## config.mk

```make
export PLATFORM = sky130hd
export DESIGN_NAME = mwtc_front_flat
export DESIGN_NICKNAME = d
export VERILOG_FILES = /design/src/hw/rtl/mwtc_pkg.sv /design/src/hw/rtl/mwtc_if.sv /design/src/hw/rtl/mwtc_front.sv /design/src/flat_wrapper.sv
export SDC_FILE = /design/constraint.sdc
export NUM_CORES = 1
export LEC_CHECK = 0
export BUFFER_PORTS_ARGS = -buffer_cell sky130_fd_sc_hd__buf_2
export CELL_PAD_IN_SITES_DETAIL_PLACEMENT = 1
export CELL_PAD_IN_SITES_GLOBAL_PLACEMENT = 2
export CORE_MARGIN = 5
export CORE_UTILIZATION = 20
export CTS_CLUSTER_DIAMETER = 40
export CTS_CLUSTER_SIZE = 12
export DETAILED_ROUTE_END_ITERATION = 7
export PLACE_DENSITY = 0.76
export SLEW_MARGIN = 20
export SYNTH_ARGS = -nofsm -noshare
export SYNTH_HDL_FRONTEND = slang
export SYNTH_SLANG_ARGS = --single-unit
```

## constraint.sdc

```tcl
create_clock -name i_clk -period 0.9 [get_ports i_clk]
set_input_delay 0 -clock i_clk [delete_from_list [all_inputs] [get_ports i_clk]]
set_output_delay 0 -clock i_clk [all_outputs]
set_load 0.05 [all_outputs]
```

## src/hw/rtl/mwtc_pkg.sv

```systemverilog
// Shared constants and types for the minimum window token cover block.
package mwtc_pkg;

    // Token alphabet and window ring size (both powers of two)
    localparam int TOKEN_COUNT  = 256;
    localparam int WINDOW_DEPTH = 256;

    localparam int TOK_W  = $clog2(TOKEN_COUNT);
    localparam int RING_W = $clog2(WINDOW_DEPTH);
    localparam int LEN_W  = $clog2(WINDOW_DEPTH + 1);

    // Fixed widths of the item fields
    localparam int KIND_W      = 1;
    localparam int TOKEN_IN_W  = 8;
    localparam int POS_W       = 32;
    localparam int BEST_LEN_W  = 9;

    // Per-token deficit, two's complement, saturating on load. Loads that
    // only cancel surplus copies in the window can lift a required count up
    // to 511 plus the window depth, so the deficit and the missing total
    // grow past the load caps once those copies leave the window.
    localparam int DEF_W  = 11;
    localparam int MISS_W = 18;
    localparam logic [DEF_W-1:0]  DEF_MAX  = DEF_W'(511);
    localparam logic [MISS_W-1:0] MISS_MAX = MISS_W'(511);

    localparam int QUEUE_DEPTH = 2;
    localparam int QP_W        = $clog2(QUEUE_DEPTH);
    localparam int QC_W        = $clog2(QUEUE_DEPTH + 1);

    typedef enum logic {
        OP_LOAD = 1'b0,
        OP_PARA = 1'b1
    } t_op;

    typedef struct packed {
        t_op              op;
        logic [TOK_W-1:0] token;
    } t_cmd;

    typedef struct packed {
        logic             tgt;
        logic [DEF_W-1:0] def;
    } t_tok_ent;

    localparam int TOK_ENT_W = DEF_W + 1;

endpackage

```

## src/hw/rtl/mwtc_if.sv

```systemverilog
// Valid/ready channel interfaces for input words and result words.
interface mwtc_in_if;
    import mwtc_pkg::*;
    logic                  valid;
    logic                  ready;
    logic [KIND_W-1:0]     kind;
    logic [TOKEN_IN_W-1:0] token;

    modport source (output valid, output kind, output token, input ready);
    modport sink   (input valid, input kind, input token, output ready);
endinterface


```

## src/hw/rtl/mwtc_front.sv

```systemverilog
// Front end: accepts input words, reduces the token and classifies the operation.
module mwtc_front import mwtc_pkg::*; (
    input  logic       i_clk,
    input  logic       i_rst_n,
    mwtc_in_if.sink    i_item,
    output t_cmd       o_cmd,
    output logic       o_cmd_valid,
    input  logic       i_cmd_ready
);

    logic r_vld;
    t_cmd r_cmd;
    logic take;

    assign i_item.ready = !r_vld || i_cmd_ready;
    assign take         = i_item.valid && i_item.ready;

    always_ff @(posedge i_clk) begin
        if (!i_rst_n) begin
            r_vld <= 1'b0;
        end else if (take) begin
            r_vld <= 1'b1;
        end else if (i_cmd_ready) begin
            r_vld <= 1'b0;
        end
    end

    always_ff @(posedge i_clk) begin
        if (take) begin
            r_cmd.op    <= (i_item.kind[0]) ? OP_PARA : OP_LOAD;
            // token modulo the alphabet size
            r_cmd.token <= i_item.token[TOK_W-1:0];
        end
    end

    assign o_cmd       = r_cmd;
    assign o_cmd_valid = r_vld;

endmodule

```

## src/flat_wrapper.sv

```systemverilog
// flat-port wrapper written by rule: the top's interface ports become plain ports
module mwtc_front_flat import mwtc_pkg::*;
  (i_clk, i_rst_n, o_cmd, o_cmd_valid, i_cmd_ready, i_item_valid, i_item_kind, i_item_token, i_item_ready);
  mwtc_in_if i_item_i ();
  input  logic i_clk;
  input  logic i_rst_n;
  output t_cmd o_cmd;
  output logic o_cmd_valid;
  input  logic i_cmd_ready;
  input wire logic [$bits(i_item_i.valid)-1:0] i_item_valid;
  input wire logic [$bits(i_item_i.kind)-1:0] i_item_kind;
  input wire logic [$bits(i_item_i.token)-1:0] i_item_token;
  output wire logic [$bits(i_item_i.ready)-1:0] i_item_ready;
  assign i_item_i.valid = i_item_valid;
  assign i_item_i.kind = i_item_kind;
  assign i_item_i.token = i_item_token;
  assign i_item_ready = i_item_i.ready;
  mwtc_front u_core (.i_clk(i_clk), .i_rst_n(i_rst_n), .i_item(i_item_i), .o_cmd(o_cmd), .o_cmd_valid(o_cmd_valid), .i_cmd_ready(i_cmd_ready));
endmodule
```

==> results.ini <==
[timing]
worst_slew_pin_slew_ns = 0.255
hold_ws_ns = 0.193
fin_ws_ns = -0.0279
hold_viol = 0
post-route-period-util = 1.03
fin_skew_ns = 0.00913
final_max_slew_viol_count = 0
max_freq_mhz = 1080
setup_viol = 10
min_period_ns = 0.928
slew_headroom = 0.831
rsz0062_at_grt = yes

[global_routing]
grt_max_degree = 10
grt_pass1_wl_um = 1380
antenna_found_initial = 0
track_usage = 0.0763
grt_pass1_vias = 311
gr-total-overflow = 0

[layout]
drive_gt1_frac = 0.593
fin_util = 0.416
syn2layout_area_growth_pct = 93.5
antenna_cells = 0
nNetsFinal = 68

[yosys]
synth-compound-area-share = 0.0344
yosys.area_share.simple = 0.0687
avgSynthCellArea_um2 = 23.4
synth_xor_area_frac = 0
syn_nets = 27
synthAdderAreaFrac = 0
synth_top_family_by_area = simple AND/OR/NAND/NOR gates
synthMuxAreaShare = 0
syn_area_um2 = 328
yosysSeqAreaShare = 0.885
synth_warnings = 0
synthCells = 14
synthDistinctLibCells = 6
synth-seq-cells = 10

[placement]
gp_congestion = 0.597
portBuffers = 23

[floorplanning]
core-area_um2 = 1520
start_util = 0.215
die_x_um = 50.5
die_area_um2 = 2550
ioPinCount = 24
die_y_um = 50.5
rows = 14

[clock_network]
numCtsBuffers = 3
cts_tree = built
clk_path_buf_depth = 2
clk_latency_ns = 0.26
path_clk_slew_ns = 0.07
clock_sinks = 10
cts-root-buf = clkbuf_4
htreeDepth = 1

[power_and_ir_drop]
power_w = 0.00108
powerDensity_nw_per_um2 = 1700
ir_worst_vdd_mv = 0.854
power.leakage_nw = 0.284

[setup_path]
crit_path_end_kind = output port
cp-start-kind = flop
setup.worst_path.start = u_core.o_cmd_valid
critical_path_class = flop to output port
path_max_fanout = 2
cp.arrival_ns = 0.93
reg2reg_from = u_core.o_cmd_valid
worst-endpoint-required_ns = 0.90

[worst_hold_path]
hp-class = input pin to flop
hp-start = i_cmd_ready

[drt]
route.detailed.drc = 0
drtIter0Drc = 3
wire_per_inst_um = 12.6
drt.antenna.violating_nets = 0
wirelength_um = 885
drt_pre_antenna_iters = 2
vias = 274
viasPerCell = 3.91

[job]
maxCapViolations = 0

[status]
status = finished with violations
violations = negative setup slack

[power breakdown]
group          leakage [nW]  total, W  internal, W  switching (W)
clock network        0.0154  0.000303     0.000159       0.000143
registers            0.0960  0.000545     0.000537     0.00000857
logic                 0.172  0.000228    0.0000892       0.000139
total                 0.284   0.00108     0.000785       0.000291
[per-stage QoR]
stage / cell area (um^2) / cells / TNS, ns / setup slack, ns
after floorplan: 332 / 14 / -1.81 / -0.202
after global placement: 474 / 54 / 0 / 0.0127
after detailed placement: 474 / 54 / -0.0970 / -0.0109
after CTS: 632 / 70 / -0.264 / -0.0364
after global routing: 634 / 70 / -0.513 / -0.0711
final: 634 / 70 / -0.183 / -0.0279
[Yosys cell counts, drive strengths merged]
library cell	instances	area (um^2)
edfxtp	9	270
a21boi	1	11.3
and2	1	8.76
dfxtp	1	20.0
inv	1	3.75
nand2b	1	13.8
[critical path: stages, from the launching register on]
cell      delay (ns)
dfxtp_4         0.36
nand2b_4        0.05
buf_6           0.11
buf_8           0.14
[state kept, by name, summed over array words and instances (netlist names)]
| signal | count |
|---|---|
| u_core.o_cmd | 9 |
| u_core.o_cmd_valid | 1 |
[what timing repair did]
item | 4_1_cts | 5_1_grt
hold buffers | 11 | 0
hold endpoints to repair | 10 | 0
resized for setup | 4 | 1
pin swaps | 1 | 0
endpoints found under the setup margin | 10 | 12
setup buffers | 1 | 0
[path summary, 6_finish.rpt]
path | depth (start not counted) | to | slack, ns
worst max-delay path | 3 | i_item_ready | -0.03
worst min-delay path | 5 | u_core.o_cmd_valid | 0.19
worst max register to register | 2 | u_core.o_cmd[5] | -0.02
worst min register to register | 4 | u_core.o_cmd_valid | 0.69
[layer usage]
| metal | global-route usage | wire length, um | vias up |
|---|---|---|---|
| met5 | 0 | 0 | - |
| met4 | 0.0511 | 0 | 0 |
| met3 | 0.0444 | 141 | 0 |
| met2 | 0.126 | 427 | 21 |
| met1 | 0.0695 | 316 | 120 |
| li1 | - | - | 133 |
[area by class of cell]
cell class              instances  area (um^2)
inverters                       1         3.75
repair buffers                 36          256
multi-input cells               3         33.8
clock buffers                   3         22.5
clock inverters                 1         3.75
flip-flops and latches         10          294
well taps                      16         20.0
fillers                       168          890
[cells by family after synthesis]
group                  Yosys count
AO/OA/AOI/OAI                    1
buffers and inverters            1
flip-flops                      10
AND/OR/NAND/NOR                  2
[cells in the final DEF, fill, tap and decap left out, drive strengths merged]
cell	synthesis	routed
inv	1	1
clkinv	0	1
edfxtp	9	9
buf	0	24
dlygate4sd3	0	11
nand2b	1	1
a21boi	1	1
dfxtp	1	1
and2	1	1
clkbuf	0	4
Power figures use the tool's default switching activity.
