`config.mk`:
```
export PLATFORM = sky130hd
export DESIGN_NAME = mwtc_queue
export DESIGN_NICKNAME = d
export VERILOG_FILES = /design/src/hw/rtl/mwtc_pkg.sv /design/src/hw/rtl/mwtc_queue.sv
export SDC_FILE = /design/constraint.sdc
export NUM_CORES = 1
export LEC_CHECK = 0
export ABC_AREA = 1
export BUFFER_PORTS_ARGS = -buffer_cell sky130_fd_sc_hd__buf_2
export CAP_MARGIN = 10
export CELL_PAD_IN_SITES_DETAIL_PLACEMENT = 0
export CELL_PAD_IN_SITES_GLOBAL_PLACEMENT = 1
export CORE_MARGIN = 3
export CORE_UTILIZATION = 39
export CTS_CLUSTER_DIAMETER = 200
export DETAILED_ROUTE_END_ITERATION = 8
export PLACE_DENSITY = 0.83
export SETUP_SLACK_MARGIN = 0.4
export SLEW_MARGIN = 20
export SYNTH_ARGS = -nofsm -noshare
export SYNTH_HDL_FRONTEND = slang
export SYNTH_SLANG_ARGS = --single-unit
```
`constraint.sdc`:
```
create_clock -name i_clk -period 1.8 [get_ports i_clk]
set_input_delay 0.45 -clock i_clk [delete_from_list [all_inputs] [get_ports i_clk]]
set_output_delay 0.45 -clock i_clk [all_outputs]
set_load 0.05 [all_outputs]
```
`src/hw/rtl/mwtc_pkg.sv`:
```
// Shared constants and types for the minimum window token cover block.
package mwtc_pkg;

    // Token alphabet and window ring size (both powers of two)
    localparam int TOKEN_COUNT  = 256;
    localparam int WINDOW_DEPTH = 256;

    localparam int TOK_W  = $clog2(TOKEN_COUNT);
    localparam int RING_W = $clog2(WINDOW_DEPTH);
    localparam int LEN_W  = $clog2(WINDOW_DEPTH + 1);

    // Fixed widths of the item fields
    localparam int KIND_W      = 1;
    localparam int TOKEN_IN_W  = 8;
    localparam int POS_W       = 32;
    localparam int BEST_LEN_W  = 9;

    // Per-token deficit, two's complement, saturating on load. Loads that
    // only cancel surplus copies in the window can lift a required count up
    // to 511 plus the window depth, so the deficit and the missing total
    // grow past the load caps once those copies leave the window.
    localparam int DEF_W  = 11;
    localparam int MISS_W = 18;
    localparam logic [DEF_W-1:0]  DEF_MAX  = DEF_W'(511);
    localparam logic [MISS_W-1:0] MISS_MAX = MISS_W'(511);

    localparam int QUEUE_DEPTH = 2;
    localparam int QP_W        = $clog2(QUEUE_DEPTH);
    localparam int QC_W        = $clog2(QUEUE_DEPTH + 1);

    typedef enum logic {
        OP_LOAD = 1'b0,
        OP_PARA = 1'b1
    } t_op;

    typedef struct packed {
        t_op              op;
        logic [TOK_W-1:0] token;
    } t_cmd;

    typedef struct packed {
        logic             tgt;
        logic [DEF_W-1:0] def;
    } t_tok_ent;

    localparam int TOK_ENT_W = DEF_W + 1;

endpackage

```
`src/hw/rtl/mwtc_queue.sv`:
```
// Short command queue between the front end and the window engine.
module mwtc_queue import mwtc_pkg::*; (
    input  logic i_clk,
    input  logic i_rst_n,
    input  t_cmd i_cmd,
    input  logic i_cmd_valid,
    output logic o_cmd_ready,
    output t_cmd o_cmd,
    output logic o_cmd_valid,
    input  logic i_cmd_ready
);

    t_cmd              r_mem [QUEUE_DEPTH];
    logic [QP_W-1:0]   r_wptr;
    logic [QP_W-1:0]   r_rptr;
    logic [QC_W-1:0]   r_cnt;
    logic              push;
    logic              pop;

    assign o_cmd_ready = (r_cnt != QC_W'(QUEUE_DEPTH));
    assign o_cmd_valid = (r_cnt != '0);
    assign o_cmd       = r_mem[r_rptr];
    assign push        = i_cmd_valid && o_cmd_ready;
    assign pop         = o_cmd_valid && i_cmd_ready;

    always_ff @(posedge i_clk) begin
        if (!i_rst_n) begin
            r_wptr <= '0;
            r_rptr <= '0;
            r_cnt  <= '0;
        end else begin
            if (push) begin
                r_wptr <= r_wptr + QP_W'(1);
            end
            if (pop) begin
                r_rptr <= r_rptr + QP_W'(1);
            end
            if (push && !pop) begin
                r_cnt <= r_cnt + QC_W'(1);
            end else if (pop && !push) begin
                r_cnt <= r_cnt - QC_W'(1);
            end
        end
    end

    always_ff @(posedge i_clk) begin
        if (push) begin
            r_mem[r_wptr] <= i_cmd;
        end
    end

endmodule

```
==> results.yml, run 1 <==
timing:
  rsz0062_at_grt: "true"
  finalCritPeriodShare: 0.967
  finalSetupViolCount: 0
  setup_tns_ns: 0
  finClkSkew_ns: 0.00347
  slew_headroom: 0.894
  min_period_ns: 1.74
  slew_violations: 0
  fmax_ghz: 0.575
  tightest_slew_ns: 0.158
  hold_violations: 0
clock_tree:
  cts_htree_levels: 1
  cts_buffer_depth: 2
  cts_sinks: 23
  cts_tree: "yes"
  cts_root_buffer: "clkbuf_4"
  clkTransAtPathRegs_ns: 0.12
  cts_hold_buf: 0
  cts_made_buffers: 3
  clk_latency_ns: 0.31
synthesis:
  synth.net_count: 79
  yosys.area.top_type_share: 0.598
  ys_warn_count: 0
  synthCells: 65
  synth.distinct_cells: 17
  synth_area_um2: 905
  synth-seq-area-share: 0.708
  synth_area_per_cell_um2: 13.9
  yosys.area.top_type: "edfxtp_1"
  synthTopCellsByArea: "edfxtp_1 (60%), mux2_2 (11%), dfxtp_1 (11%)"
  ys_seq_elements: 23
detailed_routing:
  ant_nets: 0
  drtPass1Iterations: 2
  drtIter0Drc: 4
  drc_errors: 0
  dr_total_vias: 596
  wl_um: 1720
  viasPerCell: 4.73
  wl_per_cell_um: 13.6
pwr:
  leakage_nw: 0.558
  vdd_drop_max_mv: 0.846
  pwr_density_cell_nw_per_um2: 1570
  finalPower_mw: 2.08
placed_design:
  hpwl_um: 1030
  port_buffers: 23
  globalplace.congestion: 0.699
critical_path:
  r2r_slack_ns: 0.50
  cp-end-kind: "primary output"
  r2r_start: "r_cnt[0]"
  r2r_cells: 9
  critPathMaxFanout: 4
  cp.arrival_ns: 1.29
  start_kind: "flip-flop"
  path_class: "flip-flop to primary output"
  crit_required_ns: 1.35
floorplan:
  pin_count: 24
  start_util: 0.434
  core_area_um2: 2080
  die_y_um: 54.2
  die-area_um2: 2930
  die_x_um: 54.2
  num_rows: 16
global_route:
  antenna_found_initial: 0
  track_usage: 0.138
  overflow: 0
  grt_use_met1: 0.157
  grt_pass1_wl_um: 2730
  gr-usage-met2: 0.235
  grt_most_used_layer: "met2"
  grt_pass1_vias: 594
  gr-usage-met3: 0.0332
  grt_max_degree: 14
final_layout:
  layout.nets: 114
  layout_common_cells: "edfxtp_1 (18), buf_2 (12), buf_8 (11)"
  num_antenna_cells: 0
  drive_above_1_share: 0.566
  area_growth_pct: 46.1
  final_common_cell: "edfxtp_1"
  num-fill-cells: 175
run:
  drv_cap: 0
worst_hold_path:
  hold_depth: 1
  min-delay-start: "i_cmd[0]"
  holdCritPathClass: "primary input to flip-flop"
status:
  status: "complete, no violations"
-- registers in the layout, summed over array words and instances (netlist names), named ones only --
| signal | flops |
|---|---|
| r_mem | 18 |
| r_cnt | 2 |
| r_rptr | 1 |
| r_wptr | 1 |
-- through the flow --
stage	area, um2	hold WS, ns	cells	setup slack [ns]	utilization
6_report	1320	0.320	126	0.0600	0.635
3_3_place_gp	1060	0.482	116	0.202	0.510
3_5_place_dp	1060	0.497	116	0.193	0.510
2_1_floorplan	910	0.467	65	0.368	-
5_1_grt	1320	0.298	126	0.00482	0.635
4_1_cts	1300	0.309	125	0.0591	0.625
-- critical path, cell delays in order (launching register included) --
cell	delay, ns
dfxtp_4	0.39
buf_6	0.12
mux2_4	0.31
buf_8	0.15
-- synthesized netlist by cell type --
library cell	number
nor2_1	8
edfxtp_1	18
buf_6	1
inv_1	6
nand2_4	1
mux2_2	9
nand4_1	1
a21oi_1	1
inv_2	1
nand2_1	7
o21a_1	1
o21ai_0	2
ha_1	1
clkinv_2	1
dfxtp_1	5
nand2_2	1
nand3_1	1
-- path summary, 6_finish.rpt --
kind                               endpoint
worst max register to register     r_cnt[1]
worst min register to register       r_wptr
worst max-delay path               o_cmd[4]
worst min-delay path            r_mem[0][0]
-- timing repair --
action,4_1_cts,5_1_grt
buffers inserted,5,1
endpoints found under the setup margin,11,13
gates resized for setup,53,3
pin swaps,0,2
-- final cells by class --
type,count,area (um2),share of cell area
inverter,8,33.8,0.0256
multi-input combinational,33,275,0.208
clock buffer,3,22.5,0.0170
clock inverter,1,5.00,0.00379
sequential,23,649,0.491
timing repair buffer,31,302,0.228
tap,27,33.8,0.0256
-- layer usage --
layer,vias up,part of all wire
li1,293,-
met1,280,0.35
met2,19,0.56
met3,4,0.073
met4,0,0.015
met5,-,0
-- power breakdown --
part           leakage [nW]  internal [mW]  switching (mW)
clock                0.0177         0.0830           0.150
sequential            0.211          0.689          0.0563
combinational         0.330          0.506           0.595
total                 0.558           1.28           0.801
-- logic make-up after synthesis --
logic type,after synthesis,share of synthesized area
fa+ha+maj,1,0.0138
mux,9,0.112
buf+inv,9,0.0470
compound gates,4,0.0249
simple gates,19,0.0941
flops,23,0.708
Note: power is estimated with default switching activity, not from simulation.
==> run 2: changes to the inputs <==
==> constraint.sdc (replaced) <==
create_clock -name i_clk -period 1.8 [get_ports i_clk]
set_input_delay 0.09 -clock i_clk [delete_from_list [all_inputs] [get_ports i_clk]]
set_output_delay 0.09 -clock i_clk [all_outputs]
set_load 0.05 [all_outputs]
==> results.yml, run 2 (synthesis results as in run 1) <==
final_layout:
  num_antenna_cells: 0
  largest_reg_flops: 18
  multi_input_area_um2: 239
  drive_above_1_share: 0.447
  area_growth_pct: 33.2
  fin_cells: 130
  layout_common_cells: "buf_2 (23), edfxtp_1 (18), mux2_2 (9), dlygate4sd3_1 (9), nor2_1 (8)"
  top_register: "r_mem"
  num-fill-cells: 183
  layout.nets: 118
  seq_area_um2: 647
  largestRegisters: "r_mem (18), r_cnt (2)"
  final_common_cell: "buf_2"
placed_design:
  hpwl_um: 1040
  globalplace.congestion: 0.636
  port_buffers: 23
  dp.cells: 116
clock_tree:
  cts_sinks: 23
  cts_htree_levels: 1
  cts_tree: "yes"
  clk_latency_ns: 0.30
  clkTransAtPathRegs_ns: 0.11
  cts_buffer_depth: 2
  cts_made_buffers: 3
  cts_root_buffer: "clkbuf_4"
detailed_routing:
  dr_total_vias: 588
  viasPerCell: 4.52
  wl_per_cell_um: 11.7
  wl_um: 1520
  ant_nets: 0
  drtIter0Drc: 9
  drtPass1Iterations: 4
  drc_errors: 0
global_route:
  track_usage: 0.112
  grt_pass1_vias: 581
  grt_max_degree: 13
  grt_pass1_wl_um: 2320
  overflow: 0
  antenna_found_initial: 0
critical_path:
  cp-end-kind: "primary output"
  critPathMaxFanout: 9
  crit_required_ns: 1.71
  path_class: "flip-flop to primary output"
  cp.arrival_ns: 1.29
  r2r_slack_ns: 0.49
  start_kind: "flip-flop"
  r2r_start: "r_cnt[1]"
  r2r_cells: 8
  regToRegEndpoint: "r_cnt[1]"
timing:
  rsz0062_at_grt: "true"
  hold_violations: 0
  slew_violations: 0
  slew_headroom: 0.833
  finalHoldWorstSlack_ns: 0.0444
  finClkSkew_ns: 0.00277
  finalSetupViolCount: 0
  fmax_ghz: 0.723
  finalCritPeriodShare: 0.769
  tightest_slew_ns: 0.253
  min_period_ns: 1.38
  setup_tns_ns: 0
pwr:
  clkPwrFrac: 0.129
  power_switching_share: 0.411
  pwr_density_cell_nw_per_um2: 1430
  vdd_drop_max_mv: 1.01
  intPower_mw: 1.02
  combPwrFrac: 0.437
  leakage_nw: 0.493
  switchingPower_mw: 0.709
  pwr-share-seq: 0.434
floorplan:
  core_area_um2: 2080
  num_rows: 16
  pin_count: 24
  die_x_um: 54.2
  die_y_um: 54.2
  die-area_um2: 2930
  start_util: 0.434
worst_hold_path:
  min-delay-start: "i_rst_n"
  min_to: "r_cnt[1]"
  hold_depth: 3
  holdCritPathClass: "primary input to flip-flop"
status:
  status: "complete, no violations"
run:
  drv_cap: 0
## run 2: metrics by stage
stage / power (mW) / setup slack, ns / area (um2) / util
final: 1.73 / 0.416 / 1200 / 0.579
after global routing: 1.83 / 0.352 / 1200 / 0.579
after CTS: 1.70 / 0.405 / 1180 / 0.569
after floorplan: 1.31 / 0.368 / 910 / -
after detailed placement: 1.46 / 0.411 / 1060 / 0.510
after global placement: 1.44 / 0.475 / 1060 / 0.510
## run 2: power by group through the flow
| stage | sequential [mW] | clock [mW] | combinational, mW |
|---|---|---|---|
| 6_report | 0.749 | 0.223 | 0.754 |
| 5_1_grt | 0.762 | 0.258 | 0.814 |
| 4_1_cts | 0.749 | 0.227 | 0.723 |
| 3_5_place_dp | 0.753 | 0 | 0.705 |
| 3_3_place_gp | 0.748 | 0 | 0.690 |
| 2_1_floorplan | 0.724 | 0 | 0.586 |
## run 2: area by class of cell
type | count | area share
Clock buffer | 4 | 0.0218
Inverter | 8 | 0.0260
Multi-Input combinational cell | 33 | 0.198
Sequential cell | 23 | 0.537
Tap cell | 27 | 0.0280
Timing Repair Buffer | 35 | 0.189
## run 2: worst max path at each step
stage | to | from
after floorplan | r_mem[1][0] | r_cnt[0]
after global placement | r_cnt[1] | r_cnt[1]
after detailed placement | r_cnt[1] | r_cnt[1]
after CTS | o_cmd[5] | flip-flop
after global routing | o_cmd[8] | flip-flop
final | o_cmd[5] | flip-flop
## run 2: what timing repair did
item,4_1_cts,5_1_grt
hold endpoints to repair,18,0
resized for setup,3,2
buffers inserted,0,1
hold buffers,9,0
endpoints found under the setup margin,10,11
## run 2: worst max-delay path, cell delays in order (launching register included)
cell and delay, ns:
dfxtp_4 0.43, mux2_2 0.35, buf_2 0.21
## run 2: metal layers
metal / vias up / track usage / part of all wire
li1: 300 / - / -
met1: 267 / 0.127 / 0.43
met2: 21 / 0.197 / 0.49
met3: 0 / 0.0360 / 0.080
met4: 0 / 0.0373 / 0
met5: - / 0 / 0
==> run 3: changes to the inputs <==
CORE_UTILIZATION = 36   (was 39)
PLACE_DENSITY = 0.8   (was 0.83)
clock period = 1.2 ns   (was 1.8 ns; I/O delays follow)
==> results.yml, run 3 (synthesis results as in run 1) <==
detailed_routing:
  ant_nets: 0
  wl_met1_um: 702
  dr_wl_met3_um: 101
  drtIter0Drc: 6
  viasPerCell: 4.38
  dr_total_vias: 618
  wl_per_cell_um: 12.3
  routed.top_layer: "met4"
  wl_met2_um: 887
  drc_errors: 0
  drtPass1Iterations: 4
  wl_um: 1740
global_route:
  grt_pass1_wl_um: 2750
  antenna_found_initial: 0
  track_usage: 0.119
  grt_max_degree: 14
  overflow: 0
  grt_pass1_vias: 627
critical_path:
  path_class: "flip-flop to primary output"
  start_kind: "flip-flop"
  cp-end-kind: "primary output"
  crit_required_ns: 1.14
  cp.arrival_ns: 1.27
  critPathMaxFanout: 3
timing:
  finClkSkew_ns: 0.00327
  finalCritPeriodShare: 1.11
  finalHoldWorstSlack_ns: 0.139
  hold_violations: 0
  slew_violations: 0
  tightest_slew_ns: 0.207
  rsz0062_at_grt: "true"
  slew_headroom: 0.862
  fmax_ghz: 0.753
  min_period_ns: 1.33
  finalSetupViolCount: 28
  worst_slack_ns: -0.128
final_layout:
  layout.nets: 128
  largest_reg_flops: 18
  area_growth_pct: 69.7
  num_antenna_cells: 0
  top_register: "r_mem"
  final_common_cell: "edfxtp_1"
  largestRegisters: "r_mem (18), r_cnt (2)"
  multi_input_area_um2: 339
  seq_area_um2: 652
  drive_above_1_share: 0.584
  layout_common_cells: "edfxtp_1 (18), buf_6 (15), buf_2 (12)"
  num-fill-cells: 165
run:
  drv_cap: 0
placed_design:
  pre_cts_ws_ns: -0.0101
  port_buffers: 23
  globalplace.congestion: 0.657
  hpwl_um: 1120
pwr:
  leakage_nw: 0.632
  vdd_drop_max_mv: 2.01
  power_switching_share: 0.392
  intPower_mw: 2.06
  pwr-share-seq: 0.342
  pwr_density_cell_nw_per_um2: 2200
  combPwrFrac: 0.556
  switchingPower_mw: 1.32
  clkPwrFrac: 0.102
clock_tree:
  clkTransAtPathRegs_ns: 0.12
  cts_made_buffers: 3
  cts_root_buffer: "clkbuf_4"
  cts_buffer_depth: 2
  cts_tree: "yes"
  cts_sinks: 23
  cts_htree_levels: 1
  clk_latency_ns: 0.30
floorplan:
  pin_count: 24
  start_util: 0.394
  num_rows: 17
  die-area_um2: 3150
  die_y_um: 56.1
  core_area_um2: 2300
  die_x_um: 56.1
status:
  status: "finished, violations left"
  violations: "setup timing"
worst_hold_path:
  holdCritPathClass: "primary input to flip-flop"
==> run 3: cell types whose count changed in the layout (fill, tap and decap cells not counted), sizes merged <==
cell	change
inv	+1
buf	+9
clkbuf	-1
dlygate4sd3	+1
==> run 3: critical path: stages, from the launching register on <==
cell and delay (ns):
dfxtp_4 0.37, buf_4 0.14, mux2_4 0.30, buf_6 0.15
==> run 3: path summary, 6_finish.rpt <==
path	start	to	slack, ns	cells past startpoint
max	flip-flop	o_cmd[1]	-0.13	3
min	i_cmd_valid	r_wptr	0.14	4
max reg2reg	r_cnt[1]	r_cnt[1]	-0.04	7
min reg2reg	r_rptr	flip-flop	0.56	2
==> run 3: power groups by stage <==
| stage | clock network, mW | registers, mW | logic (mW) |
|---|---|---|---|
| global placement | 0 | 1.16 | 1.26 |
| CTS | 0.361 | 1.13 | 1.78 |
| floorplan | 0 | 1.11 | 1.05 |
| finish | 0.346 | 1.16 | 1.88 |
| global route | 0.408 | 1.17 | 1.98 |
| detailed placement | 0 | 1.18 | 1.28 |
==> run 3: cell type report <==
cell class                 count  area share
sequential                    23       0.425
inverter                       8      0.0293
timing repair buffer          45       0.284
clock buffer                   3      0.0147
clock inverter                 1     0.00326
multi-input combinational     33       0.221
tap                           28      0.0228
==> run 3: timing repair <==
action,4_1_cts,5_1_grt
pin swaps,7,9
endpoints found under the setup margin,34,34
hold buffers,10,0
hold endpoints to repair,20,0
buffers inserted,6,2
gates resized for setup,42,9
==> run 3: per-stage QoR <==
stage	TNS (ns)	total power [mW]	util	std cells	area, um2
floorplan	-0.274	2.16	-	65	993
global route	-2.71	3.56	0.668	141	1540
global placement	0	2.43	0.517	119	1190
CTS	-1.20	3.28	0.650	139	1490
finish	-1.17	3.38	0.668	141	1540
detailed placement	-0.0101	2.45	0.517	119	1190
==> run 3: routing by layer <==
| layer | vias up | track usage |
|---|---|---|
| met5 | - | 0 |
| met4 | 0 | 0.0814 |
| met3 | 4 | 0.0162 |
| met2 | 24 | 0.214 |
| met1 | 269 | 0.126 |
| li1 | 321 | - |
